--- src/sha1h_pkg.sv ---
// Shared types and constants for the SHA-1 message hasher.
`timescale 1ns / 1ps
package sha1h_pkg;

    // Initial chaining words
    localparam logic [31:0] H_INIT0 = 32'h67452301;
    localparam logic [31:0] H_INIT1 = 32'hEFCDAB89;
    localparam logic [31:0] H_INIT2 = 32'h98BADCFE;
    localparam logic [31:0] H_INIT3 = 32'h10325476;
    localparam logic [31:0] H_INIT4 = 32'hC3D2E1F0;

    // Round constants, one per group of twenty rounds
    localparam logic [31:0] K_GRP0 = 32'h5A827999;
    localparam logic [31:0] K_GRP1 = 32'h6ED9EBA1;
    localparam logic [31:0] K_GRP2 = 32'h8F1BBCDC;
    localparam logic [31:0] K_GRP3 = 32'hCA62C1D6;

    localparam logic [7:0] PAD_MARK  = 8'h80;
    localparam logic [5:0] LEN_AT    = 6'd56;
    localparam logic [5:0] LAST_POS  = 6'd63;
    localparam int         ROUNDS    = 80;
    localparam int         ROUND_W   = 7;
    localparam logic [ROUND_W-1:0] LAST_ROUND = ROUND_W'(ROUNDS - 1);
    localparam logic [ROUND_W-1:0] GRP1_START = 7'd20;
    localparam logic [ROUND_W-1:0] GRP2_START = 7'd40;
    localparam logic [ROUND_W-1:0] GRP3_START = 7'd60;

    // Source of the byte shifted into the block buffer
    typedef enum logic [1:0] {
        SEL_DATA,
        SEL_MARK,
        SEL_ZERO,
        SEL_LEN
    } t_sel;

    // Controller to datapath
    typedef struct packed {
        logic               shift_en;
        t_sel               sel;
        logic               load_work;
        logic               round_en;
        logic [ROUND_W-1:0] round;
        logic               add_en;
        logic               out_load;
    } t_cmd;

    // Datapath to controller
    typedef struct packed {
        logic [5:0] pos;
        logic       out_full;
    } t_sts;

endpackage

--- src/sha1h_ctrl.sv ---
// Sequencer for byte intake, padding, compression rounds and digest hand-off.
`timescale 1ns / 1ps
module sha1h_ctrl (
    input  logic             i_clk,
    input  logic             i_rst_n,
    input  logic             i_s_axis_tvalid,
    input  logic             i_s_axis_tuser,
    input  logic             i_s_axis_tlast,
    output logic             o_s_axis_tready,
    input  sha1h_pkg::t_sts  i_sts,
    output sha1h_pkg::t_cmd  o_cmd
);
    import sha1h_pkg::*;

    typedef enum logic [2:0] {
        ST_IDLE,
        ST_MARK,
        ST_FILL,
        ST_ROUND,
        ST_ADD,
        ST_DONE
    } t_state;

    t_state             r_state, n_state;
    t_state             r_ret, n_ret;
    logic               r_len_ok, n_len_ok;
    logic [ROUND_W-1:0] r_round, n_round;
    logic               accept;
    logic               blk_end;

    assign accept  = i_s_axis_tvalid && (r_state == ST_IDLE);
    assign blk_end = (i_sts.pos == LAST_POS);
    assign o_s_axis_tready = (r_state == ST_IDLE);

    // Next state and command decode
    always_comb begin
        n_state  = r_state;
        n_ret    = r_ret;
        n_len_ok = r_len_ok;
        n_round  = r_round;
        o_cmd           = '0;
        o_cmd.sel       = SEL_ZERO;
        o_cmd.round     = r_round;
        case (r_state)
            ST_IDLE: begin
                if (accept) begin
                    if (i_s_axis_tuser) begin
                        o_cmd.shift_en = 1'b1;
                        o_cmd.sel      = SEL_DATA;
                    end
                    if (i_s_axis_tuser && blk_end) begin
                        o_cmd.load_work = 1'b1;
                        n_state = ST_ROUND;
                        n_ret   = i_s_axis_tlast ? ST_MARK : ST_IDLE;
                    end else if (i_s_axis_tlast) begin
                        n_state = ST_MARK;
                    end
                end
            end
            ST_MARK: begin
                o_cmd.shift_en = 1'b1;
                o_cmd.sel      = SEL_MARK;
                if (blk_end) begin
                    o_cmd.load_work = 1'b1;
                    n_len_ok = 1'b1;
                    n_ret    = ST_FILL;
                    n_state  = ST_ROUND;
                end else begin
                    // length fits here only if the marker lands at or before byte 55
                    n_len_ok = (i_sts.pos < LEN_AT);
                    n_state  = ST_FILL;
                end
            end
            ST_FILL: begin
                o_cmd.shift_en = 1'b1;
                o_cmd.sel = (r_len_ok && (i_sts.pos >= LEN_AT)) ? SEL_LEN : SEL_ZERO;
                if (blk_end) begin
                    o_cmd.load_work = 1'b1;
                    n_ret    = r_len_ok ? ST_DONE : ST_FILL;
                    n_len_ok = 1'b1;
                    n_state  = ST_ROUND;
                end
            end
            ST_ROUND: begin
                o_cmd.round_en = 1'b1;
                if (r_round == LAST_ROUND) begin
                    n_round = '0;
                    n_state = ST_ADD;
                end else begin
                    n_round = r_round + 1'b1;
                end
            end
            ST_ADD: begin
                o_cmd.add_en = 1'b1;
                n_state = r_ret;
            end
            ST_DONE: begin
                if (!i_sts.out_full) begin
                    o_cmd.out_load = 1'b1;
                    n_state = ST_IDLE;
                end
            end
            default: begin
                n_state = ST_IDLE;
            end
        endcase
    end

    // State registers
    always_ff @(posedge i_clk) begin
        if (!i_rst_n) begin
            r_state  <= ST_IDLE;
            r_ret    <= ST_IDLE;
            r_len_ok <= 1'b0;
            r_round  <= '0;
        end else begin
            r_state  <= n_state;
            r_ret    <= n_ret;
            r_len_ok <= n_len_ok;
            r_round  <= n_round;
        end
    end

endmodule

--- src/sha1h_datapath.sv ---
// Block window, message schedule, round unit, chaining words and digest register.
`timescale 1ns / 1ps
module sha1h_datapath (
    input  logic             i_clk,
    input  logic             i_rst_n,
    input  logic [7:0]       i_data_byte,
    input  sha1h_pkg::t_cmd  i_cmd,
    output sha1h_pkg::t_sts  o_sts,
    output logic             o_out_valid,
    input  logic             i_out_ready,
    output logic [159:0]     o_out_data
);
    import sha1h_pkg::*;

    logic [511:0]  r_blk;
    logic [31:0]   r_a, r_b, r_c, r_d, r_e;
    logic [31:0]   r_h [5];
    logic [5:0]    r_pos;
    logic [63:0]   r_bits;
    logic          r_out_valid;
    logic [159:0]  r_out_data;

    logic [7:0]    byte_in;
    logic [7:0]    len_byte;
    logic [31:0]   w_cur, w_new;
    logic [31:0]   f_val, k_val, t_val;

    // Length byte for buffer positions 56..63, most significant first
    assign len_byte = r_bits[{~r_pos[2:0], 3'b000} +: 8];

    always_comb begin
        case (i_cmd.sel)
            SEL_DATA: byte_in = i_data_byte;
            SEL_MARK: byte_in = PAD_MARK;
            SEL_LEN:  byte_in = len_byte;
            default:  byte_in = '0;
        endcase
    end

    // Schedule: window holds w[t..t+15], word 0 in the top bits
    assign w_cur = r_blk[511:480];
    assign w_new = {r_blk[511-13*32-:32] ^ r_blk[511-8*32-:32] ^ r_blk[511-2*32-:32] ^ w_cur}
                   <<< 0;

    // Round function and constant by round group
    always_comb begin
        if (i_cmd.round < GRP1_START) begin
            f_val = (r_b & r_c) | (~r_b & r_d);
            k_val = K_GRP0;
        end else if (i_cmd.round < GRP2_START) begin
            f_val = r_b ^ r_c ^ r_d;
            k_val = K_GRP1;
        end else if (i_cmd.round < GRP3_START) begin
            f_val = (r_b & r_c) | (r_b & r_d) | (r_c & r_d);
            k_val = K_GRP2;
        end else begin
            f_val = r_b ^ r_c ^ r_d;
            k_val = K_GRP3;
        end
    end

    assign t_val = {r_a[26:0], r_a[31:27]} + f_val + r_e + k_val + w_cur;

    // Block window: byte shifts on intake and padding, word shifts during rounds
    always_ff @(posedge i_clk) begin
        if (i_cmd.shift_en) begin
            r_blk <= {r_blk[503:0], byte_in};
        end else if (i_cmd.round_en) begin
            r_blk <= {r_blk[479:0], w_new[30:0], w_new[31]};
        end
    end

    // Working variables
    always_ff @(posedge i_clk) begin
        if (i_cmd.load_work) begin
            r_a <= r_h[0];
            r_b <= r_h[1];
            r_c <= r_h[2];
            r_d <= r_h[3];
            r_e <= r_h[4];
        end else if (i_cmd.round_en) begin
            r_a <= t_val;
            r_b <= r_a;
            r_c <= {r_b[1:0], r_b[31:2]};
            r_d <= r_c;
            r_e <= r_d;
        end
    end

    // Chaining words, byte position and message bit count
    always_ff @(posedge i_clk) begin
        if (!i_rst_n) begin
            r_h[0] <= H_INIT0;
            r_h[1] <= H_INIT1;
            r_h[2] <= H_INIT2;
            r_h[3] <= H_INIT3;
            r_h[4] <= H_INIT4;
            r_pos  <= '0;
            r_bits <= '0;
        end else begin
            if (i_cmd.add_en) begin
                r_h[0] <= r_h[0] + r_a;
                r_h[1] <= r_h[1] + r_b;
                r_h[2] <= r_h[2] + r_c;
                r_h[3] <= r_h[3] + r_d;
                r_h[4] <= r_h[4] + r_e;
            end else if (i_cmd.out_load) begin
                r_h[0] <= H_INIT0;
                r_h[1] <= H_INIT1;
                r_h[2] <= H_INIT2;
                r_h[3] <= H_INIT3;
                r_h[4] <= H_INIT4;
            end
            if (i_cmd.shift_en) begin
                r_pos <= r_pos + 1'b1;
            end
            if (i_cmd.out_load) begin
                r_bits <= '0;
            end else if (i_cmd.shift_en && (i_cmd.sel == SEL_DATA)) begin
                r_bits <= r_bits + 64'd8;
            end
        end
    end

    // Digest output register
    always_ff @(posedge i_clk) begin
        if (!i_rst_n) begin
            r_out_valid <= 1'b0;
        end else if (i_cmd.out_load) begin
            r_out_valid <= 1'b1;
        end else if (i_out_ready) begin
            r_out_valid <= 1'b0;
        end
    end

    always_ff @(posedge i_clk) begin
        if (i_cmd.out_load) begin
            r_out_data <= {r_h[4], r_h[3], r_h[2], r_h[1], r_h[0]};
        end
    end

    assign o_sts.pos      = r_pos;
    assign o_sts.out_full = r_out_valid;
    assign o_out_valid    = r_out_valid;
    assign o_out_data     = r_out_data;

endmodule

--- src/sha1_message_hasher_core.sv ---
// SHA-1 message hasher: top level joining controller and datapath.
// Rate: one message byte per cycle while the 64-byte block fills; the 64th byte
// starts 80 rounds and the chaining add, during which intake is held off, as the
// one shared round unit does every round of every block.
// Last item to digest: the rest of the block is padded and compressed as the final
// block; a marker past byte 55 adds a second padded block; then the digest loads.
// Reset (synchronous, active low) restores the initial chaining words and clears counts.
`timescale 1ns / 1ps
module sha1_message_hasher_core (
    input  logic         i_clk,
    input  logic         i_rst_n,
    input  logic         i_s_axis_tvalid,
    output logic         o_s_axis_tready,
    input  logic [7:0]   i_s_axis_tdata,   // [7:0] data_byte
    input  logic         i_s_axis_tuser,   // [0] has_byte
    input  logic         i_s_axis_tlast,   // is_last
    output logic         o_m_axis_tvalid,
    input  logic         i_m_axis_tready,
    output logic [159:0] o_m_axis_tdata    // digest_word0..digest_word4, 32 bits each
);
    import sha1h_pkg::*;

    t_cmd cmd;
    t_sts sts;

    sha1h_ctrl u_ctrl (
        .i_clk           (i_clk),
        .i_rst_n         (i_rst_n),
        .i_s_axis_tvalid (i_s_axis_tvalid),
        .i_s_axis_tuser  (i_s_axis_tuser),
        .i_s_axis_tlast  (i_s_axis_tlast),
        .o_s_axis_tready (o_s_axis_tready),
        .i_sts           (sts),
        .o_cmd           (cmd)
    );

    sha1h_datapath u_dp (
        .i_clk       (i_clk),
        .i_rst_n     (i_rst_n),
        .i_data_byte (i_s_axis_tdata),
        .i_cmd       (cmd),
        .o_sts       (sts),
        .o_out_valid (o_m_axis_tvalid),
        .i_out_ready (i_m_axis_tready),
        .o_out_data  (o_m_axis_tdata)
    );

endmodule

--- config.mk ---
export PLATFORM = sky130hd
export DESIGN_NAME = sha1_message_hasher_core
export DESIGN_NICKNAME = d
export VERILOG_FILES = /design/src/sha1h_pkg.sv /design/src/sha1h_ctrl.sv /design/src/sha1h_datapath.sv /design/src/sha1_message_hasher_core.sv
export SDC_FILE = /design/constraint.sdc
export NUM_CORES = 2
export LEC_CHECK = 0
export ABC_CLOCK_PERIOD_IN_PS = 49500
export BUFFER_PORTS_ARGS = -buffer_cell sky130_fd_sc_hd__buf_4
export CAP_MARGIN = 20
export CORE_UTILIZATION = 25
export CTS_CLUSTER_DIAMETER = 200
export DETAILED_ROUTE_END_ITERATION = 10
export GPL_ROUTABILITY_DRIVEN = 0
export SKIP_LAST_GASP = 1
export SYNTH_ARGS = -nofsm -noshare
export SYNTH_HDL_FRONTEND = slang
export SYNTH_SLANG_ARGS = --single-unit
--- constraint.sdc ---
create_clock -name i_clk -period 49.5 [get_ports i_clk]
set_input_delay 9.9 -clock i_clk [delete_from_list [all_inputs] [get_ports i_clk]]
set_output_delay 9.9 -clock i_clk [all_outputs]
set_load 0.01 [all_outputs]
After elaboration in Yosys (flattened, before gate mapping)
Memory sizes are Yosys's and may differ from the RTL's.
Cells that the tools add are included.
{"block": "op_classes", "n_shift": 1, "n_reduce_logical": 15, "magnitude_cmp": 5, "mux": 68, "addsub": 12, "n_eq_ne": 16, "bitwise": 25}
{"cell": "$mux 512", "count": 2}
{"cell": "$mux 32", "count": 25}
{"cell": "$add 32x32->32", "count": 9}
{"cell": "$xor 32x32->32", "count": 5}
{"cell": "$and 32x32->32", "count": 4}
{"cell": "$or 32x32->32", "count": 3}
{"cell": "$add 64x4->64 const B", "count": 1}
{"cell": "$shiftx 64x7->8", "count": 1}
{"cell": "$mux 3", "count": 12}
{"cell": "$not 32->32", "count": 1}
{"cell": "$mux 31", "count": 1}
{"cell": "$pmux 8 s3", "count": 1}
{"cell": "$mux 1", "count": 21}
{"cell": "$pmux 3 s6", "count": 1}
{"cell": "$lt 7x6->1 const B", "count": 2}
{"cell": "$pmux 4 s3", "count": 1}
{"cell": "$ne 2x1->1 const B", "count": 5}
{"cell": "$or 1x1->1", "count": 10}
{"cell": "$reduce_and 5->1", "count": 2}
{"cell": "$pmux 3 s3", "count": 1}
{"cell": "$reduce_bool 2->1", "count": 4}
{"cell": "$add 7x1->7 const B", "count": 1}
{"cell": "$eq 7x7->1 const B", "count": 1}
{"cell": "$lt 7x5->1 const B", "count": 1}
{"cell": "other kinds (22)", "count": 27}
{"block": "word_totals", "reg_bits": 917, "in_bits": 14, "ramBits": 160, "elab_cells": 157, "output_inout_bits": 162, "mem_count": 1}
{"memory": "u_dp.r_h", "words": 5, "width": 32, "rd": 5, "rd_ports_with_merged_regs": 0, "wr": 5, "line_no": "sha1h_datapath.sv:17", "rtl": "logic [31:0] r_h [5];"}

Longest topological paths before layout
{"block": "depth", "word_depth": 12, "depth_mapped": 24}

Cells and area by module
Synthesis repeated with hierarchy kept, for this count alone.
{"block": "hier_totals", "hier_cells": 4304, "area_unflattened_um2": 56424.1}
{"mod": "sha1h_datapath", "cells_each": 4197, "area_per_inst_um2": 55532.0, "n_inst": 1, "seq_area_each_um2": 31149.9}
{"mod": "sha1h_ctrl", "cells_each": 107, "area_per_inst_um2": 892.1, "n_inst": 1, "seq_area_each_um2": 280.3}

Least setup slack after synthesis
Ideal clock, no wire load.
{"block": "synth_timing", "path_kind": "input to register", "start": "input port i_s_axis_tvalid", "end": "register u_dp.r_blk[0], enable pin", "path_stages": 6, "setup_slack_ns": 26.560, "t_required_ns": 45.811, "arrival_ns": 19.251, "cell_sequence": "nand2_1 a21o_1 clkbuf_1 clkbuf_1 clkbuf_1 nand2_1"}
{"block": "synth_via", "elab_chain_cells": 4}
{"element": "from (decl)", "line_no": "sha1_message_hasher_core.sv:12", "rtl": "input logic i_s_axis_tvalid,"}
{"element": "$logic_and 1x1->1", "line_no": "sha1h_ctrl.sv:31", "rtl": "assign accept = i_s_axis_tvalid && (r_state == ST_IDLE);"}
{"element": "$mux 4", "line_no": "sha1h_ctrl.sv:46", "rtl": "if (accept) begin"}
{"element": "$pmux 4 s3", "line_no": "sha1h_ctrl.sv:44", "rtl": "case (r_state)"}
{"element": "$reduce_bool 2->1 (no source line)"}
{"element": "to (signal assigned)", "line_no": "sha1h_datapath.sv:67", "rtl": "r_blk <= {r_blk[503:0], byte_in};"}
{"element": "to (signal assigned)", "line_no": "sha1h_datapath.sv:69", "rtl": "r_blk <= {r_blk[479:0], w_new[30:0], w_new[31]};"}
{"element": "to (decl)", "line_no": "sha1h_datapath.sv:15", "rtl": "logic [511:0] r_blk;"}
Every way passes these cells.
A chain may end at the register's enable or synchronous reset.

Worst setup path after layout
{"block": "layout_timing", "start": "input port i_s_axis_tvalid", "end": "register u_dp.r_blk[173], data pin"}
{"block": "layout_via", "elab_chain_cells": 4}
{"element": "$logic_and 1x1->1", "line_no": "sha1h_ctrl.sv:31"}
{"element": "$mux 4", "line_no": "sha1h_ctrl.sv:46"}
{"element": "$pmux 4 s3", "line_no": "sha1h_ctrl.sv:44"}
{"element": "$mux 512", "line_no": "sha1h_datapath.sv:66", "rtl": "if (i_cmd.shift_en) begin"}
Every way passes these cells.

==> reports/qor.csv <==
metric,value,unit
status,"finished, violations left",
failing checks,design-rule violations,
area grow syn2layout,14.9,%
cts hold-fix bufs,0,
worst path cell trace,buf_4 > nand2_1 > a21o_4 > buf_16 > buf_4 > buf_4 > buf_4 > nand2_1 > nand2_1,
first-pass GRT wire length,231,mm
post-layout minimum cycle time,13410,ps
WS Path Type,in2reg,
relative slew slack,0.287,
WHS Path Cells,2,
CTS Root Cell,clkbuf_16,
Hold/Removal Path Class,reg2reg,
CP max FO,106,
"Slew Viols, Final",0,
largest net degree at the start of global routing,219,
Worst-Margin Slew,1070,ps
CTS tree,yes,
max-cap violations,0,
Static Leak,25.8,nW
register area share after synthesis,0.555,
Worst setup SP type,input port,
Residual DRC,32,
Critical R2R Capture,u_dp.r_a[31],
Cell Int Power,2.57,mW
"EDFF count, synth",992,
Tcrit/Tclk final,0.271,
Final WS setup,36090,ps
PortBufs,175,
Mapped Cells,5525,
antenna violations before repair,8,
dpl ws,35120,ps
distinct cell type count after synthesis,81,
layout cells sized above 1,0.0738,
Sw Pwr,1.62,mW
FILL cells,23200,
die width,478,um
hold path startpoint,u_ctrl.r_ret[2],
Worst Reg-to-Reg Cells,25,
Min-Delay Endpoint,u_ctrl.r_ret[2],
Final setup viols,0,
WP data required,50110,ps
ANT nets after route,0,
Synth Area per Inst,10.2,um2
WP data arrival,14020,ps
WP buf/inv,5,
post-synthesis cell area,56600,um2
clk buf depth,3,
DRT iter0 DRCs,4019,
share of power burned in registers,0.410,
die height,478,um
Num CTS Buffers,114,
Comb power frac,0.388,
Pre-Repair DR Iteration Count,11,
total gr overflow,0,
"flops & latches, synth",1074,
Fmax achieved,0.0746,GHz
RSZ-0062 raised after global routing,false,
Most used DFF post-synth,edfxtp_1,
worst reg2reg startpoint,u_ctrl.r_round[3],
Die ar.,228000,um2
clock sinks,1074,
Total GRT Usage,0.129,
CTS resizes,0,
drt wl/cell,17.3,um
core area,225000,um2
Worst Skew,57.7,ps
crit path capture type,register,
VDD IR max,0.0556,mV
final-stage net count,6006,
Synth top cells by count,"nand2_1 (2035), edfxtp_1 (992), nor2_1 (289)",
clk_lat worst skew,750,ps
final WL,151,mm
Slowest cell on crit path,buf_4,
pwr dens,64.5,nW/um2
ys async rst share,0,
synthesized net count,5887,
r2r setup slk,42000,ps
critical path's top delay family,buffers and inverters,
"most used cell, CP",buf_4,
clock-pin transition on the worst setup and hold timing paths,60,ps
most common cell in the netlist,nand2_1,
Yosys warnings,0,
Sw Share,0.387,
via count,40300,
antenna diode count,0,
Clk pwr share,0.202,
post-CTS setup buffers,0,
Ports,176,
DP HPWL,107,mm
area share of the largest cell type after synthesis,0.526,
Setup TNS Final,0,ps
"slowest stage delay, CP",870,ps
initial core utilization,0.252,
top post-synthesis cells by area,"edfxtp_1 (53%), nand2_1 (13%), ha_1 (4.9%)",
final hold violation count,0,
Via density,4.62,
Site Rows,174,
vias in the first global route,38700,
htree depth,3,
"area leader, netlist",edfxtp_1,
state kept, by name, indices dropped and copies added, names as in the netlist:
register and cells:
u_ctrl.r_len_ok 1, u_ctrl.r_ret 3, u_ctrl.r_round 7, u_ctrl.r_state 3, u_dp.o_out_data 160, u_dp.o_out_valid 1
u_dp.r_a 32, u_dp.r_b 32, u_dp.r_bits 61, u_dp.r_blk 512, u_dp.r_c 32, u_dp.r_d 32
u_dp.r_e 32, u_dp.r_h 160, u_dp.r_pos 6
power by group through the flow:
| stage | sequential (mW) | clock, mW | combinational [mW] |
|---|---|---|---|
| floorplan | 1.82 | 0 | 1.25 |
| global placement | 1.73 | 0 | 1.59 |
| detailed placement | 1.74 | 0 | 1.61 |
| CTS | 1.72 | 0.867 | 1.63 |
| global route | 1.75 | 0.899 | 1.86 |
| finish | 1.72 | 0.848 | 1.63 |
layout make-up:
class / instances / area [um2] / area share
flip-flops and latches: 1074 / 31400 / 0.483
multi-input cells: 4031 / 23700 / 0.364
well taps: 2992 / 3740 / 0.0576
clock buffers: 141 / 2970 / 0.0457
repair buffers: 214 / 1730 / 0.0266
inverters: 209 / 785 / 0.0121
clock inverters: 76 / 678 / 0.0104
per-stage QoR:
| stage | util | hold slack, ps | std cells | power, mW | cell area [um2] |
|---|---|---|---|---|---|
| floorplan | - | 437 | 5525 | 3.07 | 56600 |
| global placement | 0.272 | 456 | 8515 | 3.32 | 61300 |
| detailed placement | 0.272 | 455 | 8515 | 3.35 | 61300 |
| CTS | 0.289 | 464 | 8732 | 4.22 | 64900 |
| global route | 0.289 | 492 | 8737 | 4.51 | 65000 |
| finish | 0.289 | 467 | 8737 | 4.20 | 65000 |
cell families (layout without fill, tap and decap cells):
family,count (synthesis),count (layout),synth area share
adders and majority gates,348,348,0.0933
DFF,1074,1074,0.555
and+or+nand+nor,2692,2692,0.194
xor gates and xnor gates,292,292,0.0452
AOI/OAI and AO/OA,662,662,0.0750
muxes,37,37,0.00944
buffers and inverters,420,640,0.0280
routing by layer:
layer	global-route usage	wire [um]	vias up	share of wire
met5	0	0	-	0
met4	0.0301	3030	0	0.020
met3	0.0197	9750	204	0.065
met2	0.210	70200	1330	0.47
met1	0.179	67800	19700	0.45
li1	-	-	19200	-
worst max path at each step:
| stage | slack [ps] | depth (start not counted) | endpoint | startpoint |
|---|---|---|---|---|
| after floorplan | 26560 | 6 | u_dp.r_blk[0] | i_s_axis_tvalid |
| after global placement | 35160 | 7 | u_dp.r_blk[499] | i_s_axis_tvalid |
| after detailed placement | 35120 | 7 | u_dp.r_blk[491] | i_s_axis_tvalid |
| after CTS | 35950 | 7 | u_dp.r_blk[491] | i_s_axis_tvalid |
| after global routing | 35770 | 9 | u_dp.r_blk[101] | i_s_axis_tuser |
| final | 36090 | 9 | u_dp.r_blk[173] | i_s_axis_tvalid |
worst min-delay path, delay by kind of cell, from the launching register on:
| kind | cells | cell delay (ps) |
|---|---|---|
| DFF | 1 | 310 |
| AOI/OAI and AO/OA | 1 | 60 |
| and+or+nand+nor | 1 | 50 |
layout by cell type, fill, tap and decap left out, drive strengths merged, types with 22 or more instances in the layout:
cell type     n
nand2      2036
edfxtp      992
nor2        290
ha          224
buf         214
inv         212
xnor2       187
o21ai       187
a21oi       164
clkbuf      141
fa          124
xor2        105
a21o         84
dfxtp        82
nand3        63
nor3         55
clkinv       55
nor2b        49
and3         35
a211oi       31
nand2b       31
or3          31
nand4        30
mux2i        23
o21a         23
and2         22
No activity file was read; power rests on OpenSTA's default activity.
